## src/lngh_pkg.sv

```systemverilog
// ----------------------------------------------------------------------------
// lngh_pkg
// Shared codes and controller/datapath command and status types for the
// letter n-gram histogram.
// ----------------------------------------------------------------------------
package lngh_pkg;

  localparam logic [1:0] OP_FEED  = 2'd0;
  localparam logic [1:0] OP_READ  = 2'd1;
  localparam logic [1:0] OP_CLEAR = 2'd2;

  localparam logic [1:0] TBL_UNI = 2'd0;
  localparam logic [1:0] TBL_BI  = 2'd1;
  localparam logic [1:0] TBL_TRI = 2'd2;

  localparam logic [7:0] CHAR_UPPER_A = 8'h41;
  localparam logic [7:0] CHAR_UPPER_Z = 8'h5A;
  localparam logic [7:0] CHAR_LOWER_A = 8'h61;
  localparam logic [7:0] CHAR_LOWER_Z = 8'h7A;

  typedef struct packed {
    logic load_in;
    logic mem_rd;
    logic feed_wr;
    logic capture;
    logic div_step;
    logic round;
    logic clr_start;
    logic clr_step;
    logic load_out;
  } dp_cmd_t;

  typedef struct packed {
    logic [1:0] op;
    logic       sweep_done;
    logic       div_last;
  } dp_status_t;

endpackage

```

## src/lngh_ctrl.sv

```systemverilog
// ----------------------------------------------------------------------------
// lngh_ctrl
// Sequencer for the histogram: clearing sweep, feed read-modify-write,
// readout with serial division, and the output handshake.
// ----------------------------------------------------------------------------
module lngh_ctrl
  import lngh_pkg::*;
(
  input  logic       clk,
  input  logic       rst,
  input  logic       s_tvalid,
  output logic       s_tready,
  output logic       m_tvalid,
  input  logic       m_tready,
  output dp_cmd_t    cmd,
  input  dp_status_t sts
);

  localparam logic [3:0] S_CLR_RST  = 4'd0;
  localparam logic [3:0] S_IDLE     = 4'd1;
  localparam logic [3:0] S_DECODE   = 4'd2;
  localparam logic [3:0] S_FEED_WR  = 4'd3;
  localparam logic [3:0] S_READ_CAP = 4'd4;
  localparam logic [3:0] S_DIV      = 4'd5;
  localparam logic [3:0] S_ROUND    = 4'd6;
  localparam logic [3:0] S_CLR_OP   = 4'd7;
  localparam logic [3:0] S_DONE     = 4'd8;

  logic [3:0] state;
  logic [3:0] state_next;

  assign s_tready = (state == S_IDLE);

  always_comb begin
    cmd        = '0;
    state_next = state;
    unique case (state)
      S_CLR_RST: begin
        cmd.clr_step = 1'b1;
        if (sts.sweep_done) state_next = S_IDLE;
      end
      S_IDLE: begin
        if (s_tvalid) begin
          cmd.load_in = 1'b1;
          state_next  = S_DECODE;
        end
      end
      S_DECODE: begin
        unique case (sts.op)
          OP_FEED: begin
            cmd.mem_rd = 1'b1;
            state_next = S_FEED_WR;
          end
          OP_READ: begin
            cmd.mem_rd = 1'b1;
            state_next = S_READ_CAP;
          end
          OP_CLEAR: begin
            cmd.clr_start = 1'b1;
            state_next    = S_CLR_OP;
          end
          default: state_next = S_DONE;
        endcase
      end
      S_FEED_WR: begin
        cmd.feed_wr = 1'b1;
        state_next  = S_DONE;
      end
      S_READ_CAP: begin
        cmd.capture = 1'b1;
        state_next  = S_DIV;
      end
      S_DIV: begin
        cmd.div_step = 1'b1;
        if (sts.div_last) state_next = S_ROUND;
      end
      S_ROUND: begin
        cmd.round  = 1'b1;
        state_next = S_DONE;
      end
      S_CLR_OP: begin
        cmd.clr_step = 1'b1;
        if (sts.sweep_done) state_next = S_DONE;
      end
      S_DONE: begin
        if (!m_tvalid || m_tready) begin
          cmd.load_out = 1'b1;
          state_next   = S_IDLE;
        end
      end
      default: state_next = S_IDLE;
    endcase
  end

  always_ff @(posedge clk) begin
    if (rst) begin
      state    <= S_CLR_RST;
      m_tvalid <= 1'b0;
    end else begin
      state <= state_next;
      if (cmd.load_out) begin
        m_tvalid <= 1'b1;
      end else if (m_tready) begin
        m_tvalid <= 1'b0;
      end
    end
  end

  a_load_free: assert property (@(posedge clk) disable iff (rst)
    cmd.load_out |-> (!m_tvalid || m_tready))
    else $error("result loaded over a waiting result");

  a_sweep_hold: assert property (@(posedge clk) disable iff (rst)
    (state == S_CLR_RST || state == S_CLR_OP) && !sts.sweep_done
      |=> state == $past(state))
    else $error("clearing sweep left early");

  a_load_valid: assert property (@(posedge clk) disable iff (rst)
    cmd.load_out |=> m_tvalid)
    else $error("loaded result not presented");

endmodule

```

## config.mk

```make
export PLATFORM = sky130hd
export DESIGN_NAME = lngh_ctrl
export DESIGN_NICKNAME = d
export VERILOG_FILES = /design/src/lngh_pkg.sv /design/src/lngh_ctrl.sv
export SDC_FILE = /design/constraint.sdc
export NUM_CORES = 1
export LEC_CHECK = 0
export ABC_AREA = 1
export BUFFER_PORTS_ARGS = -buffer_cell sky130_fd_sc_hd__buf_4
export CAP_MARGIN = 40
export CORE_AREA = 8 8 45 47
export DETAILED_ROUTE_END_ITERATION = 12
export DIE_AREA = 0 0 53 55
export PLACE_DENSITY = 0.63
export SYNTH_ARGS = -nofsm -noshare
export SYNTH_HDL_FRONTEND = slang
export SYNTH_SLANG_ARGS = --single-unit
```

## constraint.sdc

```tcl
create_clock -name clk -period 3.1 [get_ports clk]
set_clock_uncertainty 0.05 [all_clocks]
set_input_delay 0.155 -clock clk [delete_from_list [all_inputs] [get_ports clk]]
set_output_delay 0.155 -clock clk [all_outputs]
set_load 0.02 [all_outputs]
```

==> metrics.md <==
| Metric | Value |
|---|---|
| Status | complete, no violations |
| Crit path largest cell delay | between 300 and 400 ps |
| Final HPWL DP | between 1 and 1.5 mm |
| Post-route ant nets | 0 |
| ANT cells | 0 |
| Sequential-to-total area share from yosys stat | about a fifth |
| IO Port Bufs | 18 |
| Met3 usage | under 10% |
| Slew Viols, Final | 0 |
| Netlist cell types | 15 |
| Slew margin rel. | 80.6% |
| Dpl ws | approximately 1800 ps |
| Period utilisation layout | 50.1% |
| Period minus WS final | 1550 ps |
| Layout cell share with drive strength beyond 1 | 33.9% |
| Area of the multi-input gates | ~350 um^2 |
| CP arrival | around 1400 ps |
| Vias | 597 |
| Core Area | about 1400 um^2 |
| TritonRoute pass-1 iters | 4 |
| CTS max path bufs | 2 |
| Post-synth net total | 105 |
| Fill cells | 150 |
| Synth area leader | dfxtp_1 |
| CP startpoint kind | register |
| CP max-delay cell | dfxtp_1 |
| Syn Std Cell Area | about 530 um^2 |
| GRT met1 Usage | approximately a tenth |
| Placed inst area | a little under 700 um^2 |
| Tot GR Track Use | ~10% |
| Worst-path cell chain | nor2_2 > inv_2 > nor4_2 > buf_4 |
| Mapped Cells | slightly above 90 |
| Clock tree sinks | 5 |
| Critical path class | reg2out |
| Global-route wire length before repair | 2.14 mm |
| Max_cap viols | 0 |
| Initial antenna violation count | 0 |
| I/O pins | 19 |
| F_max | ~640 MHz |
| Placement Rows | 14 |
| Clk root buf | clkbuf_4 |
| Final hold violation count | 0 |
| Most frequent cells in the layout | nor2_1 (21), nand2_1 (18), buf_4 (18) |
| TritonCTS clock tree | done |
| DR iter-0 viols | 6 |
| Die area | ~2900 um^2 |
| Number of global-route vias before repair | 532 |
| Peak supply drop | 591 uV |
| Register Area | about 100 um^2 |
| CTS H-tree depth | 1 |
| Setup_tns | 0 ps |
| Clk Latency, worst-skew pair | around 240 ps |
| Die Wd | approximately 53 um |
| CP top delay family | simple AND/OR/NAND/NOR gates |
| Number of vias per cell | between 4 and 5 |
| Crit Path Max Fanout | 7 |
| Setup bufs post-CTS | 0 |
| Global placement routability congestion | approximately 0.76 |
| Layout Cells excl Fill | ~130 |
| HP Class | in2reg |
| Power density cells | around 1000 nW/um^2 |
| Hold buffer count at cts | 0 |
| Starting Density | a little under two fifths |
| Worst Tran Pin Value | between 200 and 300 ps |
| Met2 Use GR | around 17% |
| Critical path buffers and inverters | 2 |
| Area Growth Syn to Fin | 34.5% |
| Largest net degree at the start of global routing | 8 |
| DRT Wirelength | 1.32 mm |
| Die height | 55 um |
| Syn_area_per_cell | 5.69 um^2 |
| Final setup margin | ~1500 ps |
| Data required, critical path | slightly below 3000 ps |
| Final instance area | ~700 um^2 |
| Number of setup violations in the final report | 0 |
| Ys Warns | 0 |
| Layout Nets | around 130 |
| FF+latch count, synth | 5 |
| DR WL/cell | 10.1 um |
| RSZ-0062 raised after global routing | no |
| Clk pin slew, worst setup/hold paths | 50 ps |
| Leading cell type in the layout, fill and taps excluded | nor2_1 |
| Drt drc | 0 |
| LEAKAGE | ~0.43 nW |
| GR peak layer | met2 |
| Grt total ovfl | 0 |
| Post-CTS sizing | 0 |
| Top cell type's share of synthesized area | a little under a fifth |
| Setup crit end kind | output pin |
| Inserted Clock Buffers | 3 |
| Top cells by area, synth | dfxtp_1 (19%), nor2_1 (15%), nand2_1 (13%), inv_1 (9.9%), ha_1 (9.5%) |
| Post-Place Cells | approximately 130 |
cells by family (layout without fill, tap and decap cells):
group	after synthesis	count (layout)	share of synthesized area, %
AOI/OAI and AO/OA	2	2	1.89
adders and majority gates	4	4	9.46
buffers and inverters	20	42	14.2
DFF	5	5	18.9
and+or+nand+nor	62	62	55.6
stage by stage:
stage | total power [mW] | util (%) | hold WS, ps
after detailed placement | 0.625 | 49.5 | 295
after floorplan | 0.480 | - | 174
final | 0.694 | 51.4 | 35.5
after global routing | 0.759 | 51.4 | 20.6
after CTS | 0.705 | 51.4 | 29.9
after global placement | 0.627 | 49.5 | 291
per-layer routing:
layer  share of wire, %  wire [um]  up-vias
met5                  0          0        -
met4                  0          0        0
met3                4.9         65        0
met2                 55        724        9
met1                 40        528      264
li1                   -          -      324
worst register-to-register path: cells and delay by family (launching register included):
family        cells  cell delay, ps
buf+inv           2             150
flops             1             470
simple gates      7             550
path summary, 6_finish.rpt:
path / from / end / depth (start not counted) / slack [ps]
min reg2reg: state[3] / state[3] / 2 / 490
min: rst / state[1] / 2 / 40
max reg2reg: state[0] / state[3] / 9 / 1780
max: state[0] / cmd[0] / 4 / 1550
flip-flops by register name, summed over array words and instances (netlist names):
signal,count
state,4
m_tvalid,1
cell type report:
cell class,instances,share of cell area [%]
multi-input combinational,68,49.7
timing repair buffer,18,19.0
sequential,5,14.1
inverter,20,10.5
clock buffer,3,3.16
tap,16,2.81
clock inverter,1,0.703
synthesized netlist by cell type, drive strengths merged:
cell type	number
nand3	9
nand2	22
ha	4
nand4	2
inv	20
nor2	27
a21oi	2
nor3	1
dfxtp	5
nor4	1
report_power, final:
part | internal (mW) | switching, mW | total, mW
combinational | 0.180 | 0.300 | 0.480
sequential | 0.0919 | 0.0469 | 0.139
clock | 0.0468 | 0.0285 | 0.0753
total | 0.318 | 0.376 | 0.694
Power figures use the tool's default switching activity.
